--- src/rtl/srctok_pkg.sv ---
`timescale 1ns / 1ps
// ============================================================================
// srctok_pkg: shared types, codes and helpers of the source tokenizer
// Token kinds, character codes, scanner modes and the result bundle that
// travels from the scanner through the bundle queue to the emitter.
// ============================================================================
package srctok_pkg;

    // Line counter width and the fixed width of the reported line number
    localparam int LINE_BITS  = 16;
    localparam int LINE_OUT_W = 16;

    // Results one source byte can cause, and the counter/index widths for them
    localparam int MAX_RES = 4;
    localparam int CNT_W   = $clog2(MAX_RES + 1);
    localparam int IDX_W   = $clog2(MAX_RES);

    // Bundle queue between scanner and emitter
    localparam int QDEPTH = 4;
    localparam int PTR_W  = $clog2(QDEPTH);

    typedef logic [7:0] t_byte;
    typedef logic [4:0] t_kind;
    typedef logic [1:0] t_err;

    // Token kinds
    localparam t_kind K_IDENT   = 5'd0;
    localparam t_kind K_NUMBER  = 5'd1;
    localparam t_kind K_STRING  = 5'd2;
    localparam t_kind K_SEP     = 5'd3;
    localparam t_kind K_LPAREN  = 5'd4;
    localparam t_kind K_RPAREN  = 5'd5;
    localparam t_kind K_LBRACK  = 5'd6;
    localparam t_kind K_RBRACK  = 5'd7;
    localparam t_kind K_LBRACE  = 5'd8;
    localparam t_kind K_RBRACE  = 5'd9;
    localparam t_kind K_COMMA   = 5'd10;
    localparam t_kind K_DOT     = 5'd11;
    localparam t_kind K_COLON   = 5'd12;
    localparam t_kind K_PLUS    = 5'd13;
    localparam t_kind K_MINUS   = 5'd14;
    localparam t_kind K_ARROW   = 5'd15;
    localparam t_kind K_STAR    = 5'd16;
    localparam t_kind K_SLASH   = 5'd17;
    localparam t_kind K_ASSIGN  = 5'd18;
    localparam t_kind K_LT      = 5'd19;
    localparam t_kind K_LE      = 5'd20;
    localparam t_kind K_GT      = 5'd21;
    localparam t_kind K_GE      = 5'd22;
    localparam t_kind K_EOF     = 5'd23;
    localparam t_kind K_UNKNOWN = 5'd24;
    localparam t_kind K_NONE    = 5'd0;

    // Error codes
    localparam t_err ERR_NONE     = 2'd0;
    localparam t_err ERR_STR_NL   = 2'd1;
    localparam t_err ERR_BLOCK_EOF = 2'd2;

    // Character codes
    localparam t_byte CH_TAB    = 8'h09;
    localparam t_byte CH_LF     = 8'h0A;
    localparam t_byte CH_VT     = 8'h0B;
    localparam t_byte CH_FF     = 8'h0C;
    localparam t_byte CH_CR     = 8'h0D;
    localparam t_byte CH_SPACE  = 8'h20;
    localparam t_byte CH_QUOTE  = 8'h22;
    localparam t_byte CH_LPAREN = 8'h28;
    localparam t_byte CH_RPAREN = 8'h29;
    localparam t_byte CH_STAR   = 8'h2A;
    localparam t_byte CH_PLUS   = 8'h2B;
    localparam t_byte CH_COMMA  = 8'h2C;
    localparam t_byte CH_DASH   = 8'h2D;
    localparam t_byte CH_DOT    = 8'h2E;
    localparam t_byte CH_SLASH  = 8'h2F;
    localparam t_byte CH_0      = 8'h30;
    localparam t_byte CH_9      = 8'h39;
    localparam t_byte CH_COLON  = 8'h3A;
    localparam t_byte CH_LT     = 8'h3C;
    localparam t_byte CH_EQ     = 8'h3D;
    localparam t_byte CH_GT     = 8'h3E;
    localparam t_byte CH_UC_A   = 8'h41;
    localparam t_byte CH_UC_Z   = 8'h5A;
    localparam t_byte CH_LBRACK = 8'h5B;
    localparam t_byte CH_BSLASH = 8'h5C;
    localparam t_byte CH_RBRACK = 8'h5D;
    localparam t_byte CH_UNDER  = 8'h5F;
    localparam t_byte CH_LC_A   = 8'h61;
    localparam t_byte CH_LC_N   = 8'h6E;
    localparam t_byte CH_LC_R   = 8'h72;
    localparam t_byte CH_LC_T   = 8'h74;
    localparam t_byte CH_LC_Z   = 8'h7A;
    localparam t_byte CH_LBRACE = 8'h7B;
    localparam t_byte CH_RBRACE = 8'h7D;

    // Scanner modes
    typedef enum logic [4:0] {
        M_IDLE  = 5'd0,
        M_GAP   = 5'd1,
        M_IDENT = 5'd2,
        M_NUM   = 5'd3,
        M_FRAC  = 5'd4,
        M_STR   = 5'd5,
        M_ESC   = 5'd6,
        M_CRTOK = 5'd7,
        M_CRIGN = 5'd8,
        M_DASH  = 5'd9,
        M_LT    = 5'd10,
        M_GT    = 5'd11,
        M_DASH2 = 5'd12,
        M_BR1   = 5'd13,
        M_LINE  = 5'd14,
        M_BLOCK = 5'd15,
        M_BBR   = 5'd16,
        M_BCR   = 5'd17,
        M_ERR   = 5'd18
    } t_mode;

    // One result beat without the end-of-byte mark
    typedef struct packed {
        t_kind                  kind;
        t_byte                  text;
        logic                   text_valid;
        logic                   first;
        logic                   last;
        logic [LINE_OUT_W-1:0]  line;
        t_err                   err;
    } t_result;

    // All results of one source byte
    typedef struct packed {
        t_result [MAX_RES-1:0]  res;
        logic [CNT_W-1:0]       count;
    } t_bundle;

    // Scanner to queue
    typedef struct packed {
        logic    valid;
        t_bundle bun;
    } t_push;

    // Queue head to emitter
    typedef struct packed {
        logic    valid;
        t_bundle bun;
    } t_head;

    function automatic logic is_alpha(t_byte b);
        return (b >= CH_UC_A && b <= CH_UC_Z) || (b >= CH_LC_A && b <= CH_LC_Z);
    endfunction

    function automatic logic is_digit(t_byte b);
        return b >= CH_0 && b <= CH_9;
    endfunction

    function automatic logic is_ws(t_byte b);
        return b == CH_SPACE || b == CH_TAB || b == CH_VT || b == CH_FF;
    endfunction

    // Single-character punctuation; K_NONE when the byte is not one
    function automatic t_kind punct_kind(t_byte b);
        t_kind k;
        unique case (b)
            CH_LPAREN: k = K_LPAREN;
            CH_RPAREN: k = K_RPAREN;
            CH_LBRACK: k = K_LBRACK;
            CH_RBRACK: k = K_RBRACK;
            CH_LBRACE: k = K_LBRACE;
            CH_RBRACE: k = K_RBRACE;
            CH_COMMA:  k = K_COMMA;
            CH_DOT:    k = K_DOT;
            CH_COLON:  k = K_COLON;
            CH_PLUS:   k = K_PLUS;
            CH_STAR:   k = K_STAR;
            CH_SLASH:  k = K_SLASH;
            CH_EQ:     k = K_ASSIGN;
            default:   k = K_NONE;
        endcase
        return k;
    endfunction

    // Build one result; text is zero when not valid, line saturates
    function automatic t_result mk_res(t_kind kind, t_byte b, logic v, logic first,
                                       logic last, logic [LINE_BITS-1:0] ln, t_err err);
        t_result r;
        logic [LINE_BITS+LINE_OUT_W-1:0] wide;
        wide         = (LINE_BITS + LINE_OUT_W)'(ln);
        r.kind       = kind;
        r.text       = v ? b : 8'h00;
        r.text_valid = v;
        r.first      = first;
        r.last       = last;
        r.line       = (wide > (LINE_BITS + LINE_OUT_W)'({LINE_OUT_W{1'b1}}))
                       ? {LINE_OUT_W{1'b1}} : wide[LINE_OUT_W-1:0];
        r.err        = err;
        return r;
    endfunction

endpackage

--- src/rtl/srctok_if.sv ---
`timescale 1ns / 1ps
// ============================================================================
// srctok_if: channel interfaces of the source tokenizer
// Source bytes in, token character beats out; valid/ready handshake.
// ============================================================================
interface srctok_in_if;
    logic       valid;
    logic       ready;
    logic [7:0] data_byte;
    logic       is_last;

    modport source (output valid, data_byte, is_last, input ready);
    modport sink   (input valid, data_byte, is_last, output ready);
endinterface

interface srctok_out_if;
    logic        valid;
    logic        ready;
    logic [4:0]  token_kind;
    logic [7:0]  text_byte;
    logic        text_valid;
    logic        token_first;
    logic        token_last;
    logic [15:0] line_number;
    logic [1:0]  error_code;
    logic        run_last;

    modport source (output valid, token_kind, text_byte, text_valid, token_first,
                    token_last, line_number, error_code, run_last, input ready);
    modport sink   (input valid, token_kind, text_byte, text_valid, token_first,
                    token_last, line_number, error_code, run_last, output ready);
endinterface

--- src/rtl/srctok_front.sv ---
`timescale 1ns / 1ps
// ============================================================================
// srctok_front: byte scanner
// Classifies one source byte per cycle while the queue has room, builds the
// bundle of results it causes and holds the token char awaiting its end mark.
// ============================================================================
module srctok_front import srctok_pkg::*; (
    input  logic          i_clk,
    input  logic          i_rst_n,
    srctok_in_if.sink     i_in,
    input  logic          i_full,
    output t_push         o_push
);

    t_mode                r_mode, n_mode;
    t_byte                r_hbyte, n_hbyte;
    t_kind                r_hkind, n_hkind;
    logic                 r_hvalid, n_hvalid;
    logic                 r_hfirst, n_hfirst;
    logic [LINE_BITS-1:0] r_line, n_line;

    t_bundle              bun;
    logic                 accept;

    assign i_in.ready = !i_full;
    assign accept     = i_in.valid && !i_full;

    always_ff @(posedge i_clk) begin
        if (!i_rst_n) begin
            r_mode   <= M_IDLE;
            r_hbyte  <= '0;
            r_hkind  <= K_IDENT;
            r_hvalid <= 1'b0;
            r_hfirst <= 1'b0;
            r_line   <= LINE_BITS'(1);
        end else if (accept) begin
            r_mode   <= n_mode;
            r_hbyte  <= n_hbyte;
            r_hkind  <= n_hkind;
            r_hvalid <= n_hvalid;
            r_hfirst <= n_hfirst;
            r_line   <= n_line;
        end
    end

    always_comb begin
        t_byte                b;
        logic                 fin;
        t_mode                m;
        t_byte                hb;
        t_kind                hk;
        logic                 hv;
        logic                 hf;
        logic [LINE_BITS-1:0] ln;
        t_result [MAX_RES-1:0] res;
        logic [CNT_W-1:0]     cnt;
        logic                 do_start;
        logic                 do_push;
        t_byte                push_b;
        t_kind                push_k;
        logic                 pf;
        t_kind                pk;

        b        = i_in.data_byte;
        fin      = i_in.is_last;
        m        = r_mode;
        hb       = r_hbyte;
        hk       = r_hkind;
        hv       = r_hvalid;
        hf       = r_hfirst;
        ln       = r_line;
        res      = '0;
        cnt      = '0;
        do_start = 1'b0;
        do_push  = 1'b0;
        push_b   = b;
        push_k   = K_IDENT;
        pf       = 1'b0;
        pk       = K_NONE;

        // ---- byte in the current mode
        unique case (r_mode)
            M_IDENT: begin
                if (is_alpha(b) || is_digit(b) || b == CH_UNDER) begin
                    do_push = 1'b1;
                    push_k  = K_IDENT;
                end else begin
                    if (hv) begin
                        res[cnt[IDX_W-1:0]] = mk_res(hk, hb, 1'b1, hf, 1'b1, ln, ERR_NONE);
                        cnt = cnt + CNT_W'(1);
                    end
                    hv       = 1'b0;
                    do_start = 1'b1;
                end
            end
            M_NUM, M_FRAC: begin
                if (is_digit(b)) begin
                    do_push = 1'b1;
                    push_k  = K_NUMBER;
                end else if (r_mode == M_NUM && (b == CH_SLASH || b == CH_DOT)) begin
                    do_push = 1'b1;
                    push_k  = K_NUMBER;
                    m       = M_FRAC;
                end else begin
                    if (hv) begin
                        res[cnt[IDX_W-1:0]] = mk_res(hk, hb, 1'b1, hf, 1'b1, ln, ERR_NONE);
                        cnt = cnt + CNT_W'(1);
                    end
                    hv       = 1'b0;
                    do_start = 1'b1;
                end
            end
            M_STR: begin
                if (b == CH_QUOTE) begin
                    if (hv) begin
                        res[cnt[IDX_W-1:0]] = mk_res(hk, hb, 1'b1, hf, 1'b1, ln, ERR_NONE);
                    end else begin
                        res[cnt[IDX_W-1:0]] = mk_res(K_STRING, 8'h00, 1'b0, 1'b1, 1'b1, ln,
                                                     ERR_NONE);
                    end
                    cnt = cnt + CNT_W'(1);
                    hv  = 1'b0;
                    m   = M_IDLE;
                end else if (b == CH_BSLASH) begin
                    m = M_ESC;
                end else if (b == CH_CR || b == CH_LF) begin
                    // send the held char unmarked, then the error beat; drop the rest
                    pf = !hv;
                    if (hv) begin
                        res[cnt[IDX_W-1:0]] = mk_res(hk, hb, 1'b1, hf, 1'b0, ln, ERR_NONE);
                        cnt = cnt + CNT_W'(1);
                    end
                    hv = 1'b0;
                    res[cnt[IDX_W-1:0]] = mk_res(K_STRING, 8'h00, 1'b0, pf, 1'b1, ln,
                                                 ERR_STR_NL);
                    cnt = cnt + CNT_W'(1);
                    m   = M_ERR;
                end else begin
                    do_push = 1'b1;
                    push_k  = K_STRING;
                end
            end
            M_ESC: begin
                push_k = K_STRING;
                m      = M_STR;
                if (b == CH_LC_T) begin
                    do_push = 1'b1;
                    push_b  = CH_TAB;
                end else if (b == CH_LC_N) begin
                    do_push = 1'b1;
                    push_b  = CH_LF;
                end else if (b == CH_LC_R) begin
                    do_push = 1'b1;
                    push_b  = CH_CR;
                end else if (b == CH_BSLASH || b == CH_QUOTE) begin
                    do_push = 1'b1;
                end
            end
            M_CRTOK: begin
                if (b == CH_LF) m = M_IDLE;
                else do_start = 1'b1;
            end
            M_CRIGN: begin
                if (b == CH_LF) m = M_GAP;
                else do_start = 1'b1;
            end
            M_DASH: begin
                if (b == CH_GT) begin
                    res[0] = mk_res(K_ARROW, CH_DASH, 1'b1, 1'b1, 1'b0, ln, ERR_NONE);
                    res[1] = mk_res(K_ARROW, CH_GT, 1'b1, 1'b0, 1'b1, ln, ERR_NONE);
                    cnt    = CNT_W'(2);
                    m      = M_IDLE;
                end else if (b == CH_DASH) begin
                    m = M_DASH2;
                end else begin
                    res[0]   = mk_res(K_MINUS, CH_DASH, 1'b1, 1'b1, 1'b1, ln, ERR_NONE);
                    cnt      = CNT_W'(1);
                    do_start = 1'b1;
                end
            end
            M_LT, M_GT: begin
                if (b == CH_EQ) begin
                    pk     = (r_mode == M_LT) ? K_LE : K_GE;
                    res[0] = mk_res(pk, (r_mode == M_LT) ? CH_LT : CH_GT, 1'b1, 1'b1, 1'b0,
                                    ln, ERR_NONE);
                    res[1] = mk_res(pk, CH_EQ, 1'b1, 1'b0, 1'b1, ln, ERR_NONE);
                    cnt    = CNT_W'(2);
                    m      = M_IDLE;
                end else begin
                    pk       = (r_mode == M_LT) ? K_LT : K_GT;
                    res[0]   = mk_res(pk, (r_mode == M_LT) ? CH_LT : CH_GT, 1'b1, 1'b1,
                                      1'b1, ln, ERR_NONE);
                    cnt      = CNT_W'(1);
                    do_start = 1'b1;
                end
            end
            M_DASH2, M_BR1, M_LINE: begin
                if (r_mode == M_DASH2 && b == CH_LBRACK) begin
                    m = M_BR1;
                end else if (r_mode == M_BR1 && b == CH_LBRACK) begin
                    m = M_BLOCK;
                end else if (b == CH_CR) begin
                    if (ln != {LINE_BITS{1'b1}}) ln = ln + LINE_BITS'(1);
                    m = M_CRIGN;
                end else if (b == CH_LF) begin
                    if (ln != {LINE_BITS{1'b1}}) ln = ln + LINE_BITS'(1);
                    m = M_GAP;
                end else begin
                    m = M_LINE;
                end
            end
            M_BLOCK, M_BBR, M_BCR: begin
                if (r_mode == M_BBR && b == CH_RBRACK) begin
                    m = M_GAP;
                end else if (fin) begin
                    // a final newline inside the comment is not counted
                    m = r_mode;
                end else if (r_mode == M_BCR && b == CH_LF) begin
                    m = M_BLOCK;
                end else if (b == CH_RBRACK) begin
                    m = M_BBR;
                end else if (b == CH_CR) begin
                    if (ln != {LINE_BITS{1'b1}}) ln = ln + LINE_BITS'(1);
                    m = M_BCR;
                end else if (b == CH_LF) begin
                    if (ln != {LINE_BITS{1'b1}}) ln = ln + LINE_BITS'(1);
                    m = M_BLOCK;
                end else begin
                    m = M_BLOCK;
                end
            end
            M_ERR: begin
                m = M_ERR;
            end
            default: begin
                do_start = 1'b1;
            end
        endcase

        // ---- start of a new token
        if (do_start) begin
            m = M_IDLE;
            if (is_ws(b)) begin
                m = M_GAP;
            end else if (is_alpha(b)) begin
                do_push = 1'b1;
                push_k  = K_IDENT;
                m       = M_IDENT;
            end else if (is_digit(b)) begin
                do_push = 1'b1;
                push_k  = K_NUMBER;
                m       = M_NUM;
            end else if (b == CH_QUOTE) begin
                hv = 1'b0;
                m  = M_STR;
            end else if (b == CH_CR || b == CH_LF) begin
                res[cnt[IDX_W-1:0]] = mk_res(K_SEP, CH_LF, 1'b1, 1'b1, 1'b1, ln, ERR_NONE);
                cnt = cnt + CNT_W'(1);
                if (ln != {LINE_BITS{1'b1}}) ln = ln + LINE_BITS'(1);
                if (b == CH_CR) m = M_CRTOK;
            end else if (b == CH_DASH) begin
                m = M_DASH;
            end else if (b == CH_LT) begin
                m = M_LT;
            end else if (b == CH_GT) begin
                m = M_GT;
            end else begin
                pk = punct_kind(b);
                if (pk != K_NONE) begin
                    res[cnt[IDX_W-1:0]] = mk_res(pk, b, 1'b1, 1'b1, 1'b1, ln, ERR_NONE);
                end else begin
                    res[cnt[IDX_W-1:0]] = mk_res(K_UNKNOWN, 8'h00, 1'b0, 1'b1, 1'b1,
                                                 LINE_BITS'(0), ERR_NONE);
                end
                cnt = cnt + CNT_W'(1);
            end
        end

        // ---- hold the new token char, send the previous one unmarked
        if (do_push) begin
            pf = !hv;
            if (hv) begin
                res[cnt[IDX_W-1:0]] = mk_res(hk, hb, 1'b1, hf, 1'b0, ln, ERR_NONE);
                cnt = cnt + CNT_W'(1);
            end
            hb = push_b;
            hk = push_k;
            hv = 1'b1;
            hf = pf;
        end

        // ---- end of text closes what is open
        if (fin) begin
            priority case (m)
                M_GAP, M_LINE, M_DASH2, M_BR1, M_CRIGN: begin
                    res[cnt[IDX_W-1:0]] = mk_res(K_EOF, 8'h00, 1'b0, 1'b1, 1'b1, ln,
                                                 ERR_NONE);
                    cnt = cnt + CNT_W'(1);
                end
                M_IDENT, M_NUM, M_FRAC, M_STR, M_ESC: begin
                    if (hv) begin
                        res[cnt[IDX_W-1:0]] = mk_res(hk, hb, 1'b1, hf, 1'b1, ln, ERR_NONE);
                        cnt = cnt + CNT_W'(1);
                    end else if (m == M_STR || m == M_ESC) begin
                        res[cnt[IDX_W-1:0]] = mk_res(K_STRING, 8'h00, 1'b0, 1'b1, 1'b1, ln,
                                                     ERR_NONE);
                        cnt = cnt + CNT_W'(1);
                    end
                end
                M_DASH: begin
                    res[cnt[IDX_W-1:0]] = mk_res(K_MINUS, CH_DASH, 1'b1, 1'b1, 1'b1, ln,
                                                 ERR_NONE);
                    cnt = cnt + CNT_W'(1);
                end
                M_LT: begin
                    res[cnt[IDX_W-1:0]] = mk_res(K_LT, CH_LT, 1'b1, 1'b1, 1'b1, ln, ERR_NONE);
                    cnt = cnt + CNT_W'(1);
                end
                M_GT: begin
                    res[cnt[IDX_W-1:0]] = mk_res(K_GT, CH_GT, 1'b1, 1'b1, 1'b1, ln, ERR_NONE);
                    cnt = cnt + CNT_W'(1);
                end
                M_BLOCK, M_BBR, M_BCR: begin
                    res[cnt[IDX_W-1:0]] = mk_res(K_EOF, 8'h00, 1'b0, 1'b1, 1'b1, ln,
                                                 ERR_BLOCK_EOF);
                    cnt = cnt + CNT_W'(1);
                end
                default: begin
                end
            endcase
            // next text starts from the reset state
            m  = M_IDLE;
            hb = '0;
            hk = K_IDENT;
            hv = 1'b0;
            hf = 1'b0;
            ln = LINE_BITS'(1);
        end

        n_mode      = m;
        n_hbyte     = hb;
        n_hkind     = hk;
        n_hvalid    = hv;
        n_hfirst    = hf;
        n_line      = ln;
        bun.res     = res;
        bun.count   = cnt;
    end

    assign o_push.valid = accept && (bun.count != '0);
    assign o_push.bun   = bun;

endmodule

--- src/rtl/srctok_queue.sv ---
`timescale 1ns / 1ps
// ============================================================================
// srctok_queue: bundle queue
// Short FIFO of result bundles between the scanner and the emitter.
// ============================================================================
module srctok_queue import srctok_pkg::*; (
    input  logic    i_clk,
    input  logic    i_rst_n,
    input  t_push   i_push,
    input  logic    i_pop,
    output logic    o_full,
    output t_head   o_head
);

    t_bundle           r_mem [QDEPTH];
    logic [PTR_W-1:0]  r_wr, r_rd;
    logic [PTR_W:0]    r_cnt;
    logic              do_pop;

    assign o_full       = (r_cnt == (PTR_W + 1)'(QDEPTH));
    assign o_head.valid = (r_cnt != '0);
    assign o_head.bun   = r_mem[r_rd];
    assign do_pop       = i_pop && o_head.valid;

    always_ff @(posedge i_clk) begin
        if (i_push.valid) r_mem[r_wr] <= i_push.bun;
    end

    always_ff @(posedge i_clk) begin
        if (!i_rst_n) begin
            r_wr  <= '0;
            r_rd  <= '0;
            r_cnt <= '0;
        end else begin
            if (i_push.valid) r_wr <= r_wr + PTR_W'(1);
            if (do_pop)       r_rd <= r_rd + PTR_W'(1);
            if (i_push.valid && !do_pop)      r_cnt <= r_cnt + (PTR_W + 1)'(1);
            else if (do_pop && !i_push.valid) r_cnt <= r_cnt - (PTR_W + 1)'(1);
        end
    end

endmodule

--- src/rtl/srctok_back.sv ---
`timescale 1ns / 1ps
// ============================================================================
// srctok_back: result emitter
// Walks the head bundle one result per unstalled cycle to the output register.
// ============================================================================
module srctok_back import srctok_pkg::*; (
    input  logic           i_clk,
    input  logic           i_rst_n,
    input  t_head          i_head,
    output logic           o_pop,
    srctok_out_if.source   o_out
);

    logic [IDX_W-1:0] r_idx;
    logic             r_ov;
    t_result          r_res;
    logic             r_rl;
    logic             load;
    logic             at_end;

    assign load   = i_head.valid && (!r_ov || o_out.ready);
    assign at_end = ({1'b0, r_idx} == CNT_W'(i_head.bun.count - CNT_W'(1)));
    assign o_pop  = load && at_end;

    always_ff @(posedge i_clk) begin
        if (!i_rst_n) begin
            r_idx <= '0;
            r_ov  <= 1'b0;
        end else begin
            if (load) begin
                r_ov  <= 1'b1;
                r_idx <= at_end ? '0 : r_idx + IDX_W'(1);
            end else if (o_out.ready) begin
                r_ov  <= 1'b0;
            end
        end
    end

    always_ff @(posedge i_clk) begin
        if (load) begin
            r_res <= i_head.bun.res[r_idx];
            r_rl  <= at_end;
        end
    end

    assign o_out.valid       = r_ov;
    assign o_out.token_kind  = r_res.kind;
    assign o_out.text_byte   = r_res.text;
    assign o_out.text_valid  = r_res.text_valid;
    assign o_out.token_first = r_res.first;
    assign o_out.token_last  = r_res.last;
    assign o_out.line_number = r_res.line;
    assign o_out.error_code  = r_res.err;
    assign o_out.run_last    = r_rl;

endmodule

--- src/rtl/source_tokenizer_top.sv ---
`timescale 1ns / 1ps
// ============================================================================
// source_tokenizer_top: source tokenizer
// Turns a stream of source bytes into token character beats tagged with
// kind, line and first/last marks; reports string and comment errors.
// ============================================================================
//
//  Channel  | Dir | Beat                                   | Handshake
//  ---------+-----+----------------------------------------+-----------
//  i_in     | in  | data_byte, is_last                     | valid/ready
//  o_out    | out | token_kind, text_byte, text_valid,     | valid/ready
//           |     | token_first, token_last, line_number,  |
//           |     | error_code, run_last                   |
//
//  Cycles: the scanner takes one byte per cycle; a byte with n results gives
//  n beats at the emitter, so bytes that average one result run back to back.
//  A byte's beats pass through the bundle queue and then the output register.
//  Stalls: the four-entry bundle queue absorbs bursts; the input drops ready
//  only while the queue is full.
//  Reset: synchronous, active low; clears mode, held char, line (to 1), queue.
//
module source_tokenizer_top import srctok_pkg::*; (
    input  logic          i_clk,
    input  logic          i_rst_n,
    srctok_in_if.sink     i_in,
    srctok_out_if.source  o_out
);

    // Scanner -> queue: results of one accepted byte
    t_push  push;
    // Queue -> emitter: oldest bundle
    t_head  head;
    logic   full;
    logic   pop;

    // Front: classify each byte, keep the held token char, build bundles
    srctok_front u_front (
        .i_clk   (i_clk),
        .i_rst_n (i_rst_n),
        .i_in    (i_in),
        .i_full  (full),
        .o_push  (push)
    );

    // Decouple: hold bundles while the output side stalls
    srctok_queue u_queue (
        .i_clk   (i_clk),
        .i_rst_n (i_rst_n),
        .i_push  (push),
        .i_pop   (pop),
        .o_full  (full),
        .o_head  (head)
    );

    // Back: drain each bundle beat by beat, mark the byte's last beat
    srctok_back u_back (
        .i_clk   (i_clk),
        .i_rst_n (i_rst_n),
        .i_head  (head),
        .o_pop   (pop),
        .o_out   (o_out)
    );

endmodule

--- src/flat_wrapper.sv ---
// flat-port wrapper written by rule: the top's interface ports become plain ports
module source_tokenizer_top_flat import srctok_pkg::*;
  (i_clk, i_rst_n, i_in_valid, i_in_data_byte, i_in_is_last, i_in_ready, o_out_valid, o_out_token_kind, o_out_text_byte, o_out_text_valid, o_out_token_first, o_out_token_last, o_out_line_number, o_out_error_code, o_out_run_last, o_out_ready);
  srctok_in_if i_in_i ();
  srctok_out_if o_out_i ();
  input  logic i_clk;
  input  logic i_rst_n;
  input wire logic [$bits(i_in_i.valid)-1:0] i_in_valid;
  input wire logic [$bits(i_in_i.data_byte)-1:0] i_in_data_byte;
  input wire logic [$bits(i_in_i.is_last)-1:0] i_in_is_last;
  output wire logic [$bits(i_in_i.ready)-1:0] i_in_ready;
  output wire logic [$bits(o_out_i.valid)-1:0] o_out_valid;
  output wire logic [$bits(o_out_i.token_kind)-1:0] o_out_token_kind;
  output wire logic [$bits(o_out_i.text_byte)-1:0] o_out_text_byte;
  output wire logic [$bits(o_out_i.text_valid)-1:0] o_out_text_valid;
  output wire logic [$bits(o_out_i.token_first)-1:0] o_out_token_first;
  output wire logic [$bits(o_out_i.token_last)-1:0] o_out_token_last;
  output wire logic [$bits(o_out_i.line_number)-1:0] o_out_line_number;
  output wire logic [$bits(o_out_i.error_code)-1:0] o_out_error_code;
  output wire logic [$bits(o_out_i.run_last)-1:0] o_out_run_last;
  input wire logic [$bits(o_out_i.ready)-1:0] o_out_ready;
  assign i_in_i.valid = i_in_valid;
  assign i_in_i.data_byte = i_in_data_byte;
  assign i_in_i.is_last = i_in_is_last;
  assign i_in_ready = i_in_i.ready;
  assign o_out_valid = o_out_i.valid;
  assign o_out_token_kind = o_out_i.token_kind;
  assign o_out_text_byte = o_out_i.text_byte;
  assign o_out_text_valid = o_out_i.text_valid;
  assign o_out_token_first = o_out_i.token_first;
  assign o_out_token_last = o_out_i.token_last;
  assign o_out_line_number = o_out_i.line_number;
  assign o_out_error_code = o_out_i.error_code;
  assign o_out_run_last = o_out_i.run_last;
  assign o_out_i.ready = o_out_ready;
  source_tokenizer_top u_core (.i_clk(i_clk), .i_rst_n(i_rst_n), .i_in(i_in_i), .o_out(o_out_i));
endmodule
--- config.mk ---
export PLATFORM = sky130hd
export DESIGN_NAME = source_tokenizer_top_flat
export DESIGN_NICKNAME = d
export VERILOG_FILES = /design/src/rtl/srctok_pkg.sv /design/src/rtl/srctok_if.sv /design/src/rtl/srctok_front.sv /design/src/rtl/srctok_queue.sv /design/src/rtl/srctok_back.sv /design/src/rtl/source_tokenizer_top.sv /design/src/flat_wrapper.sv
export SDC_FILE = /design/constraint.sdc
export NUM_CORES = 1
export LEC_CHECK = 0
export ABC_CLOCK_PERIOD_IN_PS = 14660
export BUFFER_PORTS_ARGS = -buffer_cell sky130_fd_sc_hd__buf_2
export CAP_MARGIN = 20
export CELL_PAD_IN_SITES_DETAIL_PLACEMENT = 1
export CELL_PAD_IN_SITES_GLOBAL_PLACEMENT = 1
export CORE_MARGIN = 1
export CORE_UTILIZATION = 45
export DETAILED_ROUTE_END_ITERATION = 7
export PLACE_DENSITY = 0.78
export SKIP_CTS_REPAIR_TIMING = 1
export SLEW_MARGIN = 0
export SYNTH_ARGS = -nofsm -noshare
export SYNTH_HDL_FRONTEND = slang
export SYNTH_HIERARCHICAL = 1
export SYNTH_SLANG_ARGS = --single-unit
--- constraint.sdc ---
create_clock -name i_clk -period 14.66 [get_ports i_clk]
set_input_delay 0.733 -clock i_clk [delete_from_list [all_inputs] [get_ports i_clk]]
set_output_delay 0.733 -clock i_clk [all_outputs]
set_load 0.01 [all_outputs]
Word-level counts from Yosys, hierarchy flattened

Memories as Yosys holds them, arrays and structs flattened. A register that Yosys moved wholly into a read port is not among the register bits.
Cells that the tools add are included.

Output and inout port bits: 37
Memories: 1
Bits in writable memories: 556
Flip-flop bits (word level): 81

Memories:

| name                 | depth | width | rd ports | clocked after Yosys merged registers in | write ports | line               | source |
|---|---|---|---|---|---|---|---|
| u_core.u_queue.r_mem | 4     | 139   | 1        | 1                                       | 1           | srctok_queue.sv:15 | `t_bundle r_mem [QDEPTH];` |

$lt $le $gt $ge: 15
Add/subtract/negate cells: 12
Bitwise gates (word level): 3
Equal/unequal tests: 65
Reduce and logical (&&, ||, !) cells: 51
Muxes and demuxes: 217

Operators by type and width:

| cell               | count |
|---|---|
| $mux 136           | 17 |
| $bwmux 136         | 11 |
| $pmux 136 s6       | 1 |
| $mux 34            | 17 |
| $demux 34 s2       | 4 |
| $mux 16            | 17 |
| $mux 5             | 37 |
| $pmux 34 s5        | 1 |
| $and 120x120->120  | 1 |
| $not 120->120      | 1 |
| $eq 8x6->1 const B | 14 |
| $mux 102           | 1 |
| $pmux 34 s3        | 1 |
| $mux 33            | 3 |
| $mux 3             | 28 |
| $eq 5x4->1 const B | 16 |
| $eq 8x7->1 const B | 9 |
| $bmux 34 s2        | 1 |
| $mux 68            | 1 |
| $pmux 5 s13        | 1 |
| $pmux 5 s10        | 1 |
| $mux 8             | 6 |
| $mux 1             | 44 |
| $eq 8x4->1 const B | 5 |
| other kinds (39)   | 125 |

Longest topological paths before layout

Gate-level depths: netlist (run 1).

Word-level depth: 35
Depth in mapped cells: 26
Depth with buffers taken out: 21

Hierarchy

Netlist (run 1), hierarchy kept.

By module, submodules not included:

| module       | area each (µm²) | times used | seq. area each (µm²) | cells each |
|---|---|---|---|---|
| srctok_queue | 20,525.9        | 1          | 16,876.2             | 769 |
| srctok_front | 8,191.6         | 1          | 720.7                | 1,282 |
| srctok_back  | 2,074.5         | 1          | 1,111.1              | 98 |

Worst setup path after synthesis (run 1)

Ideal clock, no wire load.

Path type: input to register
Start point: input i_in_data_byte[2]
End point: memory u_core/u_queue/r_mem[0][0] in the netlist's numbering (enable)
Cell stages on the path: 21
Slack: 6.021 ns
Data required time: 14.146 ns
Arrival: 8.125 ns
Buffers on the path: 6
Path through: buf_1 > clkbuf_1 > and2_1 > nand2_1 > or3_1 > clkbuf_1 > nor2b_1 > clkbuf_1 > nand2_1 > clkbuf_1 > ha_1 > a21oi_1 > ha_1 > a21oi_1 > inv_1 > ha_1 > clkbuf_1 > o211ai_2 > xnor2_1 > a211o_1 > and2_1

RTL lines:

| element         | line               | source |
|---|---|---|
| start, declared | flat_wrapper.sv:9  | `input wire logic [$bits(i_in_i.data_byte)-1:0] i_in_data_byte;` |
| end, declared   | srctok_queue.sv:15 |  |

==> impl_table.tex, run 1 <==
\begin{tabular}{lr}
\hline
Metric & Value \\
\hline
\multicolumn{2}{l}{\textbf{Clock tree}} \\
Number of buffers created by CTS & 67 \\
CTS tree & done \\
Root Buffer Master & sky130\_fd\_sc\_hd\_\_clkbuf\_16 \\
Total number of clock tree sinks & 639 \\
Maximum root-to-sink buffer count & 3 \\
Insertion delay of the later-clocked pin in the worst-skew pair & 620 ps \\
Number of H-tree levels & 3 \\
Clock transition at the register clock pins on the worst setup and hold paths after CTS & 60 ps \\
\multicolumn{2}{l}{\textbf{Timing}} \\
Summed negative setup slack over all endpoints & 0 ps \\
Maximum clock rate & 118 MHz \\
Headroom to the max-slew limit & 20.7\% \\
Minimum period implied by the final worst setup slack & 8480 ps \\
Clk\_skew & 18.1 ps \\
Final worst setup slack & 6180 ps \\
Least-Margin Pin Slew & 1190 ps \\
Final Setup Violations & 0 \\
Setup repair after global routing missed its margin & no \\
Fin. Hold Viols & 0 \\
Final cycle utilization of the critical path & 57.9\% \\
Max-slew violation total from the final report & 0 \\
\multicolumn{2}{l}{\textbf{Worst setup path}} \\
Critical path's slowest cell & sky130\_fd\_sc\_hd\_\_nor4bb\_2 \\
Crit Path Category & reg -> reg \\
Total stage count of the critical path & 19 \\
Max stage delay on crit path & 920 ps \\
Critical path fanouts, max & 55 \\
Buffering stage count on the worst path with inverters included & 4 \\
Crit path launch type & register \\
Worst Reg2Reg Path Length in Cells & 19 \\
Arrival time at the worst endpoint & 8720 ps \\
Crit-path leading delay family & simple AND/OR/NAND/NOR gates \\
CP dominant cell by count & sky130\_fd\_sc\_hd\_\_buf\_4 \\
Critical path required time & 14,900 ps \\
Capturing element type of the critical path & register \\
Series of cell instances along the critical path & nor4bb\_2 > a211oi\_1 > nor3b\_1 > or3\_4 > o21ai\_4 > nor3\_2 > nor2\_1 > a21oi\_1 > ha\_1 > a21oi\_1 > inv\_1 > ha\_1 > buf\_4 > o211ai\_2 > xnor2\_1 > a211o\_1 > and2\_4 > buf\_4 > buf\_4 \\
\multicolumn{2}{l}{\textbf{Power and ir drop}} \\
Net switching component of the power & 1.43 mW \\
Max IR drop VDD & 0.145 mV \\
Leakage dissipation & 10.8 nW \\
Clock share of power & 32.3\% \\
PwrDens & 151 nW/um\^{}2 \\
Comb pwr share & 20.5\% \\
Sequential group share of total power & 47.2\% \\
Sw Share & 28.1\% \\
Cell internal pwr & 3.68 mW \\
\multicolumn{2}{l}{\textbf{Placed design}} \\
Global placer's final weighted congestion & 0.994 \\
Standard cell area after detailed placement & 31,800 um\^{}2 \\
Pre-CTS setup slack & 6010 ps \\
Inst Count DP & 2,972 \\
Post-DP HPWL & 65,300 um \\
IO buf count & 49 \\
\multicolumn{2}{l}{\textbf{Floorplanning}} \\
Die area & 69,500 um\^{}2 \\
Starting Density & 45.7\% \\
Vertical die dimension & 264 um \\
Die boundary width & 264 um \\
Number of top-level design ports & 50 \\
Floorplan core area & 67,400 um\^{}2 \\
Site row count & 95 \\
\multicolumn{2}{l}{\textbf{Drt}} \\
Average via count per standard cell & 6.66 \\
Post-route DRC & 0 \\
Aggregate routed wire length & 97,100 um \\
Number of antenna-violating nets in the routed design & 0 \\
Number of detailed-routing iterations run before antenna repair & 5 \\
Detailed router's first-iteration violation count & 2,261 \\
Total vias in the final route & 20,620 \\
WL/cell & 31.4 um \\
\multicolumn{2}{l}{\textbf{Cells and area}} \\
Most frequent standard cell in the layout excluding fill and tap cells & sky130\_fd\_sc\_hd\_\_edfxtp\_1 \\
Post-route cell area & 33,900 um\^{}2 \\
Number of diodes added for antenna fixing & 0 \\
Commonest non-fill, non-tap cells in the layout & sky130\_fd\_sc\_hd\_\_edfxtp\_1, sky130\_fd\_sc\_hd\_\_mux4\_2, sky130\_fd\_sc\_hd\_\_nand2\_1 \\
Area Overhead vs Synth & 10.1\% \\
Total number of nets in the final design & 2,208 \\
Count of placed standard cells in the final layout, fillers left out & 3,094 \\
Final-layout fill cell count & 6,525 \\
Share of post-route cells with drive strength above 1 & 19.0\% \\
\multicolumn{2}{l}{\textbf{Logic synthesis}} \\
Cell area after synthesis & 30,800 um\^{}2 \\
Top-area cell type share of the netlist area & 57.6\% \\
Share of synthesized area occupied by flip-flops and latches & 60.8\% \\
Unique cell type count in the Yosys netlist & 108 \\
Average footprint of a synthesized cell & 14.3 um\^{}2 \\
Post-synthesis cell count & 2,149 \\
Top flip-flop cell by instance count after synthesis & sky130\_fd\_sc\_hd\_\_edfxtp\_1 \\
Count of flip-flops with a built-in enable after synthesis & 591 \\
Flip-flop and latch count after synthesis & 639 \\
Warnings, synthesis & 6 \\
Top cell type by total area after synthesis & sky130\_fd\_sc\_hd\_\_edfxtp\_1 \\
Cells taking the most area after synthesis & sky130\_fd\_sc\_hd\_\_edfxtp\_1, sky130\_fd\_sc\_hd\_\_mux4\_2, sky130\_fd\_sc\_hd\_\_dfxtp\_1 \\
Share of synthesized registers carrying an async set or reset & 0\% \\
\multicolumn{2}{l}{\textbf{Min path}} \\
Cell depth of the worst hold path & 3 \\
Type of the worst min-delay path & in -> reg \\
\multicolumn{2}{l}{\textbf{Global route}} \\
Maximum number of pins on one net before global-route repair & 99 \\
Number of antenna violations at the first check in global routing & 4 \\
Global-route wire length before repair & 144,000 um \\
Vias in the first global route & 21,019 \\
Total GRT Usage & 28.2\% \\
Total congestion overflow after global routing & 0 \\
\multicolumn{2}{l}{\textbf{Run}} \\
Max-cap check violation count & 0 \\
\multicolumn{2}{l}{\textbf{Run status}} \\
Outcome & finished, final reports clean \\
\hline
\end{tabular}
## area by class of cell
cell class	instances	area, um^2	area share, %
multi-input cells	1329	11200	33.1
inverters	40	150	0.443
repair buffers	92	581	1.71
flip-flops and latches	639	18700	55.2
clock inverters	35	314	0.927
clock buffers	86	1810	5.35
well taps	873	1090	3.22
## power by group through the flow
stage | Clock, mW | Sequential (mW) | Combinational [mW]
2_1_floorplan | 0 | 2.46 | 0.685
3_3_place_gp | 0 | 2.42 | 1.02
3_5_place_dp | 0 | 2.45 | 1.04
4_1_cts | 1.69 | 2.42 | 1.06
5_1_grt | 1.74 | 2.44 | 1.11
6_report | 1.65 | 2.41 | 1.05
## cell families (layout without fill, tap and decap cells)
kind of cell,count (synthesis),after routing,synth area share (%)
DFF,639,639,60.8
xor gates and xnor gates,32,32,0.910
AOI/OAI and AO/OA,517,517,11.4
buffers and inverters,182,253,2.99
muxes,187,187,13.1
adders and majority gates,27,27,1.11
other,1,2,0.0122
and+or+nand+nor,564,564,9.69
## state kept, by name, summed over array words and instances, names as in the netlist, 3 cells and up, named ones only
name,count
u_core/u_front/r_line,16
u_core/u_front/r_mode,5
u_core/u_front/r_hkind,5
u_core/u_front/r_hbyte,8
u_core/u_back/o_out.text_byte,8
u_core/u_back/o_out.line_number,16
u_core/u_queue/r_mem,556
u_core/u_queue/r_cnt,3
u_core/u_back/o_out.token_kind,5
## Yosys cell counts, types with 12 or more instances
master / number
sky130_fd_sc_hd__inv_1: 40
sky130_fd_sc_hd__o221ai_1: 17
sky130_fd_sc_hd__and2_1: 40
sky130_fd_sc_hd__mux4_2: 173
sky130_fd_sc_hd__a21oi_1: 84
sky130_fd_sc_hd__dfxtp_1: 48
sky130_fd_sc_hd__or3_1: 13
sky130_fd_sc_hd__xnor2_1: 21
sky130_fd_sc_hd__nor4_1: 16
sky130_fd_sc_hd__nor3_1: 36
sky130_fd_sc_hd__edfxtp_1: 591
sky130_fd_sc_hd__o21ai_0: 118
sky130_fd_sc_hd__o21ai_1: 14
sky130_fd_sc_hd__clkbuf_1: 61
sky130_fd_sc_hd__buf_1: 14
sky130_fd_sc_hd__nor2_1: 88
sky130_fd_sc_hd__a31oi_1: 26
sky130_fd_sc_hd__buf_2: 39
sky130_fd_sc_hd__nand4_1: 12
sky130_fd_sc_hd__o22ai_1: 49
sky130_fd_sc_hd__buf_6: 16
sky130_fd_sc_hd__nand2b_1: 15
sky130_fd_sc_hd__ha_1: 25
sky130_fd_sc_hd__nand3_1: 57
sky130_fd_sc_hd__a21o_1: 16
sky130_fd_sc_hd__o31ai_1: 15
sky130_fd_sc_hd__a22oi_1: 34
sky130_fd_sc_hd__nor2b_1: 31
sky130_fd_sc_hd__o211ai_1: 13
sky130_fd_sc_hd__nand2_1: 166
sky130_fd_sc_hd__and3_1: 18
## routing by layer
metal	share of wire (%)	track usage [%]	wire, um
met1	44	41.3	42600
met2	46	43.5	44800
met3	7.6	4.67	7410
met4	2.4	7.74	2290
met5	0.030	0	29
## final timing paths
path,start,to,slack (ps)
setup / recovery,u_core/u_front/r_mode[1],u_core/u_queue/r_mem[1][42],6180
hold / removal,o_out_ready,u_core/u_back/o_out.valid,470
setup reg to reg,u_core/u_front/r_mode[1],u_core/u_queue/r_mem[1][42],6180
hold reg to reg,u_core/u_queue/r_cnt[2],u_core/u_queue/r_cnt[2],560
## tightest hold or removal path, stage by stage
cell,delay [ps]
sky130_fd_sc_hd__buf_2,80
sky130_fd_sc_hd__nor2b_1,60
sky130_fd_sc_hd__o21a_1,170
## metrics by stage
step | utilization (%) | hold WS (ps) | power [mW]
floorplan | - | 490 | 3.14
global placement | 47.1 | 515 | 3.44
detailed placement | 47.1 | 539 | 3.49
CTS | 50.3 | 447 | 5.16
global route | 50.3 | 481 | 5.29
finish | 50.3 | 475 | 5.11
Power figures use the tool's default switching activity.
==> run 2: changes to the inputs <==
--- a/config.mk
+++ b/config.mk
@@ -5,7 +5,7 @@
 export SDC_FILE = /design/constraint.sdc
 export NUM_CORES = 1
 export LEC_CHECK = 0
-export ABC_CLOCK_PERIOD_IN_PS = 14660
+export ABC_CLOCK_PERIOD_IN_PS = 7900
 export BUFFER_PORTS_ARGS = -buffer_cell sky130_fd_sc_hd__buf_2
 export CAP_MARGIN = 20
 export CELL_PAD_IN_SITES_DETAIL_PLACEMENT = 1
==> constraint.sdc (replaced) <==
create_clock -name i_clk -period 7.9 [get_ports i_clk]
set_input_delay 0.395 -clock i_clk [delete_from_list [all_inputs] [get_ports i_clk]]
set_output_delay 0.395 -clock i_clk [all_outputs]
set_load 0.01 [all_outputs]
==> impl_table.tex, run 2 (synthesis results as in run 1) <==
\begin{tabular}{lr}
\hline
Metric & Value \\
\hline
\multicolumn{2}{l}{\textbf{Clock tree}} \\
Number of buffers created by CTS & 68 \\
Maximum root-to-sink buffer count & 3 \\
Number of H-tree levels & 3 \\
Root Buffer Master & sky130\_fd\_sc\_hd\_\_clkbuf\_16 \\
CTS tree & done \\
Total number of clock tree sinks & 639 \\
Insertion delay of the later-clocked pin in the worst-skew pair & 620 ps \\
Clock transition at the register clock pins on the worst setup and hold paths after CTS & 60 ps \\
\multicolumn{2}{l}{\textbf{Floorplanning}} \\
Site row count & 95 \\
Die boundary width & 264 um \\
Vertical die dimension & 264 um \\
Floorplan core area & 67,400 um\^{}2 \\
Die area & 69,500 um\^{}2 \\
Starting Density & 45.7\% \\
Number of top-level design ports & 50 \\
\multicolumn{2}{l}{\textbf{Cells and area}} \\
Most frequent standard cell in the layout excluding fill and tap cells & sky130\_fd\_sc\_hd\_\_edfxtp\_1 \\
Largest register FFs & 556 \\
Reg with most FFs & u\_core/u\_queue/r\_mem \\
Count of placed standard cells in the final layout, fillers left out & 3,111 \\
Share of post-route cells with drive strength above 1 & 19.5\% \\
Commonest non-fill, non-tap cells in the layout & sky130\_fd\_sc\_hd\_\_edfxtp\_1, sky130\_fd\_sc\_hd\_\_mux4\_2, sky130\_fd\_sc\_hd\_\_nand2\_1 \\
Area Overhead vs Synth & 10.8\% \\
Total number of nets in the final design & 2,224 \\
\multicolumn{2}{l}{\textbf{Timing}} \\
Setup repair after global routing missed its margin & no \\
Summed negative setup slack over all endpoints & 0 ps \\
Final cycle utilization of the critical path & 90.4\% \\
Clk\_skew & 23.9 ps \\
Maximum clock rate & 140 MHz \\
Least-Margin Pin Slew & 1260 ps \\
Fin. Hold Viols & 0 \\
Max-slew violation total from the final report & 0 \\
Headroom to the max-slew limit & 15.3\% \\
Final Setup Violations & 0 \\
Minimum period implied by the final worst setup slack & 7140 ps \\
\multicolumn{2}{l}{\textbf{Drt}} \\
WL/cell & 31.4 um \\
Average via count per standard cell & 6.80 \\
Aggregate routed wire length & 97,800 um \\
Detailed router's first-iteration violation count & 2,668 \\
Total vias in the final route & 21,161 \\
Post-route DRC & 0 \\
Number of antenna-violating nets in the routed design & 0 \\
Number of detailed-routing iterations run before antenna repair & 6 \\
\multicolumn{2}{l}{\textbf{Worst setup path}} \\
Reg-to-reg setup timing slack & 760 ps \\
Crit Path Category & reg -> reg \\
Crit path launch type & register \\
Arrival time at the worst endpoint & 7630 ps \\
Reg-to-Reg Start & u\_core/u\_front/r\_mode[1] \\
Worst Reg2Reg Path Length in Cells & 17 \\
Capturing element type of the critical path & register \\
Critical path fanouts, max & 23 \\
Critical path required time & 8390 ps \\
Endpoint of the lowest-slack register-to-register path & u\_core/u\_queue/r\_cnt[2] \\
\multicolumn{2}{l}{\textbf{Placed design}} \\
Post-DP HPWL & 65,600 um \\
Inst Count DP & 2,987 \\
IO buf count & 49 \\
Global placer's final weighted congestion & 1.03 \\
\multicolumn{2}{l}{\textbf{Min path}} \\
Cell depth of the worst hold path & 3 \\
Type of the worst min-delay path & in -> reg \\
Worst Hold End & u\_core/u\_back/o\_out.valid \\
Source of the worst hold timing path & o\_out\_ready \\
\multicolumn{2}{l}{\textbf{Run}} \\
Max-cap check violation count & 0 \\
\multicolumn{2}{l}{\textbf{Power and ir drop}} \\
Leakage dissipation & 10.9 nW \\
Max IR drop VDD & 0.157 mV \\
PwrDens & 280 nW/um\^{}2 \\
\multicolumn{2}{l}{\textbf{Global route}} \\
Number of antenna violations at the first check in global routing & 0 \\
Total GRT Usage & 28.3\% \\
Maximum number of pins on one net before global-route repair & 74 \\
Global-route wire length before repair & 146,000 um \\
Vias in the first global route & 21,513 \\
Total congestion overflow after global routing & 0 \\
\multicolumn{2}{l}{\textbf{Run status}} \\
Outcome & finished, final reports clean \\
\hline
\end{tabular}
[run 2: cell types whose count changed in the layout (fill, tap and decap cells not counted), moves of 2 or more]
cell and change:
sky130_fd_sc_hd__diode_2 +2, sky130_fd_sc_hd__buf_4 +7, sky130_fd_sc_hd__inv_6 -2, sky130_fd_sc_hd__clkinvlp_4 +5, sky130_fd_sc_hd__inv_16 +2, sky130_fd_sc_hd__buf_12 +7, sky130_fd_sc_hd__clkinv_8 -3, sky130_fd_sc_hd__clkinv_1 -2
[run 2: worst max-delay path, stage by stage (launching register included)]
cell,delay [ps]
sky130_fd_sc_hd__dfxtp_1,860
sky130_fd_sc_hd__inv_1,270
sky130_fd_sc_hd__nor4_1,910
sky130_fd_sc_hd__nand3_1,310
sky130_fd_sc_hd__o21bai_1,400
sky130_fd_sc_hd__nor4bb_4,260
sky130_fd_sc_hd__nor3_2,650
sky130_fd_sc_hd__xor2_1,420
sky130_fd_sc_hd__ha_1,260
sky130_fd_sc_hd__o211ai_2,190
sky130_fd_sc_hd__xnor2_1,460
sky130_fd_sc_hd__a211o_1,410
sky130_fd_sc_hd__ha_1,280
sky130_fd_sc_hd__inv_1,80
sky130_fd_sc_hd__fa_1,400
sky130_fd_sc_hd__xor2_1,190
sky130_fd_sc_hd__or3_1,340
sky130_fd_sc_hd__a21boi_0,300
[run 2: area by class of cell]
cell class | count | area (um^2)
inverter | 40 | 150
timing repair buffer | 107 | 805
sequential | 639 | 18700
clock buffer | 88 | 1840
tap | 873 | 1090
multi-input combinational | 1329 | 11200
antenna | 2 | 5.00
clock inverter | 33 | 304
fill | 6534 | 33300
[run 2: per-layer routing]
layer	GRT usage, %	wire length, um
met5	0	0
met4	9.45	3290
met3	6.00	8740
met2	43.4	45100
met1	40.2	40600
[run 2: worst max path at each step]
stage / end / start
2_1_floorplan: u_core/u_queue/r_mem[1][0] / i_in_data_byte[2]
3_3_place_gp: u_core/u_queue/r_cnt[2] / u_core/u_front/r_mode[1]
3_5_place_dp: u_core/u_queue/r_cnt[2] / u_core/u_front/r_mode[1]
4_1_cts: u_core/u_queue/r_cnt[2] / u_core/u_front/r_mode[1]
5_1_grt: u_core/u_queue/r_cnt[2] / u_core/u_front/r_mode[1]
6_report: u_core/u_queue/r_cnt[2] / u_core/u_front/r_mode[1]
[run 2: where the power goes]
part           internal (mW)  switching (mW)  total [mW]  leakage (nW)
logic                  0.785            1.21        2.00          4.00
registers               4.30           0.178        4.48          5.88
clock network           1.79            1.29        3.08          1.04
total                   6.87            2.68        9.56          10.9
[run 2: per-stage QoR]
| step | hold WS, ps | setup WS, ps | util (%) | power (mW) | instance area [um^2] |
|---|---|---|---|---|---|
| floorplan | 490 | 1130 | - | 5.80 | 30800 |
| global placement | 556 | 1410 | 47.4 | 6.42 | 31900 |
| detailed placement | 558 | 963 | 47.4 | 6.53 | 32000 |
| CTS | 122 | 836 | 50.6 | 9.62 | 34100 |
| global route | 122 | 315 | 50.6 | 9.87 | 34100 |
| finish | 145 | 760 | 50.6 | 9.56 | 34100 |
==> run 3: changes to the inputs <==
--- a/config.mk
+++ b/config.mk
@@ -8,12 +8,10 @@
 export ABC_CLOCK_PERIOD_IN_PS = 7900
 export BUFFER_PORTS_ARGS = -buffer_cell sky130_fd_sc_hd__buf_2
 export CAP_MARGIN = 20
-export CELL_PAD_IN_SITES_DETAIL_PLACEMENT = 1
-export CELL_PAD_IN_SITES_GLOBAL_PLACEMENT = 1
 export CORE_MARGIN = 1
 export CORE_UTILIZATION = 45
 export DETAILED_ROUTE_END_ITERATION = 7
-export PLACE_DENSITY = 0.78
+export PLACE_DENSITY = 0.69
 export SKIP_CTS_REPAIR_TIMING = 1
 export SLEW_MARGIN = 0
 export SYNTH_ARGS = -nofsm -noshare
==> impl_table.tex, run 3 (synthesis results as in run 1) <==
\begin{tabular}{lr}
\hline
Metric & Value \\
\hline
\multicolumn{2}{l}{\textbf{Placed design}} \\
Global placer's final weighted congestion & 1.01 \\
Pre-CTS setup slack & 1310 ps \\
Standard cell area after detailed placement & 32,100 um\^{}2 \\
Inst Count DP & 2,995 \\
IO buf count & 49 \\
Post-DP HPWL & 61,000 um \\
\multicolumn{2}{l}{\textbf{Timing}} \\
Minimum period implied by the final worst setup slack & 6540 ps \\
Final Setup Violations & 0 \\
Least-Margin Pin Slew & 1210 ps \\
Max-slew violation total from the final report & 0 \\
Final cycle utilization of the critical path & 82.8\% \\
Summed negative setup slack over all endpoints & 0 ps \\
Headroom to the max-slew limit & 19.1\% \\
Final worst setup slack & 1360 ps \\
Maximum clock rate & 153 MHz \\
Setup repair after global routing missed its margin & no \\
Clk\_skew & 36.2 ps \\
Hold slack final & 140 ps \\
Fin. Hold Viols & 0 \\
\multicolumn{2}{l}{\textbf{Cells and area}} \\
Area Overhead vs Synth & 10.6\% \\
Post-route cell area & 34,100 um\^{}2 \\
Largest register FFs & 556 \\
Most frequent standard cell in the layout excluding fill and tap cells & sky130\_fd\_sc\_hd\_\_edfxtp\_1 \\
Storage element area & 18,700 um\^{}2 \\
Commonest non-fill, non-tap cells in the layout & sky130\_fd\_sc\_hd\_\_edfxtp\_1, sky130\_fd\_sc\_hd\_\_mux4\_2, sky130\_fd\_sc\_hd\_\_nand2\_1 \\
Count of placed standard cells in the final layout, fillers left out & 3,110 \\
Share of post-route cells with drive strength above 1 & 19.6\% \\
Final design utilization & 50.6\% \\
Reg with most FFs & u\_core/u\_queue/r\_mem \\
Total number of nets in the final design & 2,225 \\
Total area of multi-input combinational cells & 11,200 um\^{}2 \\
Final-layout fill cell count & 5,553 \\
Number of diodes added for antenna fixing & 0 \\
\multicolumn{2}{l}{\textbf{Global route}} \\
Vias in the first global route & 20,028 \\
Global-route wire length before repair & 135,000 um \\
Total congestion overflow after global routing & 0 \\
Total GRT Usage & 26.0\% \\
Number of antenna violations at the first check in global routing & 4 \\
Maximum number of pins on one net before global-route repair & 53 \\
\multicolumn{2}{l}{\textbf{Clock tree}} \\
Number of buffers created by CTS & 61 \\
Root Buffer Master & sky130\_fd\_sc\_hd\_\_clkbuf\_16 \\
CTS tree & done \\
Number of H-tree levels & 2 \\
Clock transition at the register clock pins on the worst setup and hold paths after CTS & 60 ps \\
Total number of clock tree sinks & 639 \\
Maximum root-to-sink buffer count & 3 \\
Insertion delay of the later-clocked pin in the worst-skew pair & 640 ps \\
\multicolumn{2}{l}{\textbf{Drt}} \\
Total vias in the final route & 20,486 \\
Aggregate routed wire length & 90,600 um \\
Post-route DRC & 0 \\
Uppermost signal routing layer after detailed routing & met5 \\
Metal2 WL & 40,300 um \\
Detailed-route wire length on metal 1 & 39,000 um \\
Detailed router's first-iteration violation count & 2,704 \\
Average via count per standard cell & 6.59 \\
Number of antenna-violating nets in the routed design & 0 \\
Number of detailed-routing iterations run before antenna repair & 8 \\
WL/cell & 29.1 um \\
Met3 wirelength from detailed routing & 8570 um \\
\multicolumn{2}{l}{\textbf{Worst setup path}} \\
Max stage delay on crit path & 980 ps \\
Critical path required time & 8180 ps \\
Arrival time at the worst endpoint & 6820 ps \\
Buffering stage count on the worst path with inverters included & 2 \\
Series of cell instances along the critical path & nor4bb\_1 > buf\_4 > a211oi\_1 > nor3b\_1 > or3\_4 > o21ai\_4 > nor3\_2 > nor2\_1 > a21oi\_1 > ha\_1 > a21oi\_1 > inv\_1 > ha\_1 > and2\_1 > a21boi\_2 > nor2\_2 > o22ai\_1 \\
Crit-path leading delay family & simple AND/OR/NAND/NOR gates \\
Capturing element type of the critical path & register \\
Crit path launch type & register \\
Crit Path Category & reg -> reg \\
Critical path's slowest cell & sky130\_fd\_sc\_hd\_\_nor2\_2 \\
Critical path fanouts, max & 23 \\
\multicolumn{2}{l}{\textbf{Floorplanning}} \\
Number of top-level design ports & 50 \\
Die area & 69,500 um\^{}2 \\
Floorplan core area & 67,400 um\^{}2 \\
Die boundary width & 264 um \\
Starting Density & 45.7\% \\
Site row count & 95 \\
Vertical die dimension & 264 um \\
\multicolumn{2}{l}{\textbf{Run status}} \\
Outcome & finished, final reports clean \\
\multicolumn{2}{l}{\textbf{Power and ir drop}} \\
Max IR drop VDD & 0.174 mV \\
Leakage dissipation & 10.9 nW \\
PwrDens & 273 nW/um\^{}2 \\
Sum of internal, switching and leakage power & 9.32 mW \\
\multicolumn{2}{l}{\textbf{Min path}} \\
Type of the worst min-delay path & in -> reg \\
\multicolumn{2}{l}{\textbf{Run}} \\
Max-cap check violation count & 0 \\
\hline
\end{tabular}
-- run 3: final cells by class --
cell class / count / area share [%]
timing repair buffer: 115 / 2.63
inverter: 40 / 0.441
clock inverter: 36 / 1.07
clock buffer: 78 / 4.79
multi-input combinational: 1329 / 32.9
sequential: 639 / 54.9
tap: 873 / 3.21
-- run 3: where the power goes --
part           switching, mW  internal, mW  total [mW]
combinational           1.19         0.795        1.98
sequential             0.155          4.30        4.45
clock                   1.22          1.66        2.88
total                   2.57          6.75        9.32
-- run 3: routing by layer --
layer  up-vias  global-route usage (%)
met4         6                    7.67
li1       8748                       -
met3       194                    4.96
met5         -                       0
met1     10420                    38.8
met2      1118                    38.8
-- run 3: worst reg2reg max path, delay by kind of cell (launching register included) --
family	cells	cell delay [ps]
AO/OA/AOI/OAI	6	1610
flip-flops	1	830
buffers and inverters	2	440
adder cells (fa/ha/maj)	2	530
AND/OR/NAND/NOR	7	2780
-- run 3: final timing paths --
kind	end	from	cells after the start	slack (ps)
setup / recovery	u_core/u_queue/r_mem[0][75]	u_core/u_front/r_mode[1]	17	1360
hold / removal	u_core/u_back/o_out.valid	o_out_ready	3	140
setup reg to reg	u_core/u_queue/r_mem[0][75]	u_core/u_front/r_mode[1]	17	1360
hold reg to reg	u_core/u_queue/r_wr[1]	u_core/u_queue/r_wr[1]	2	570
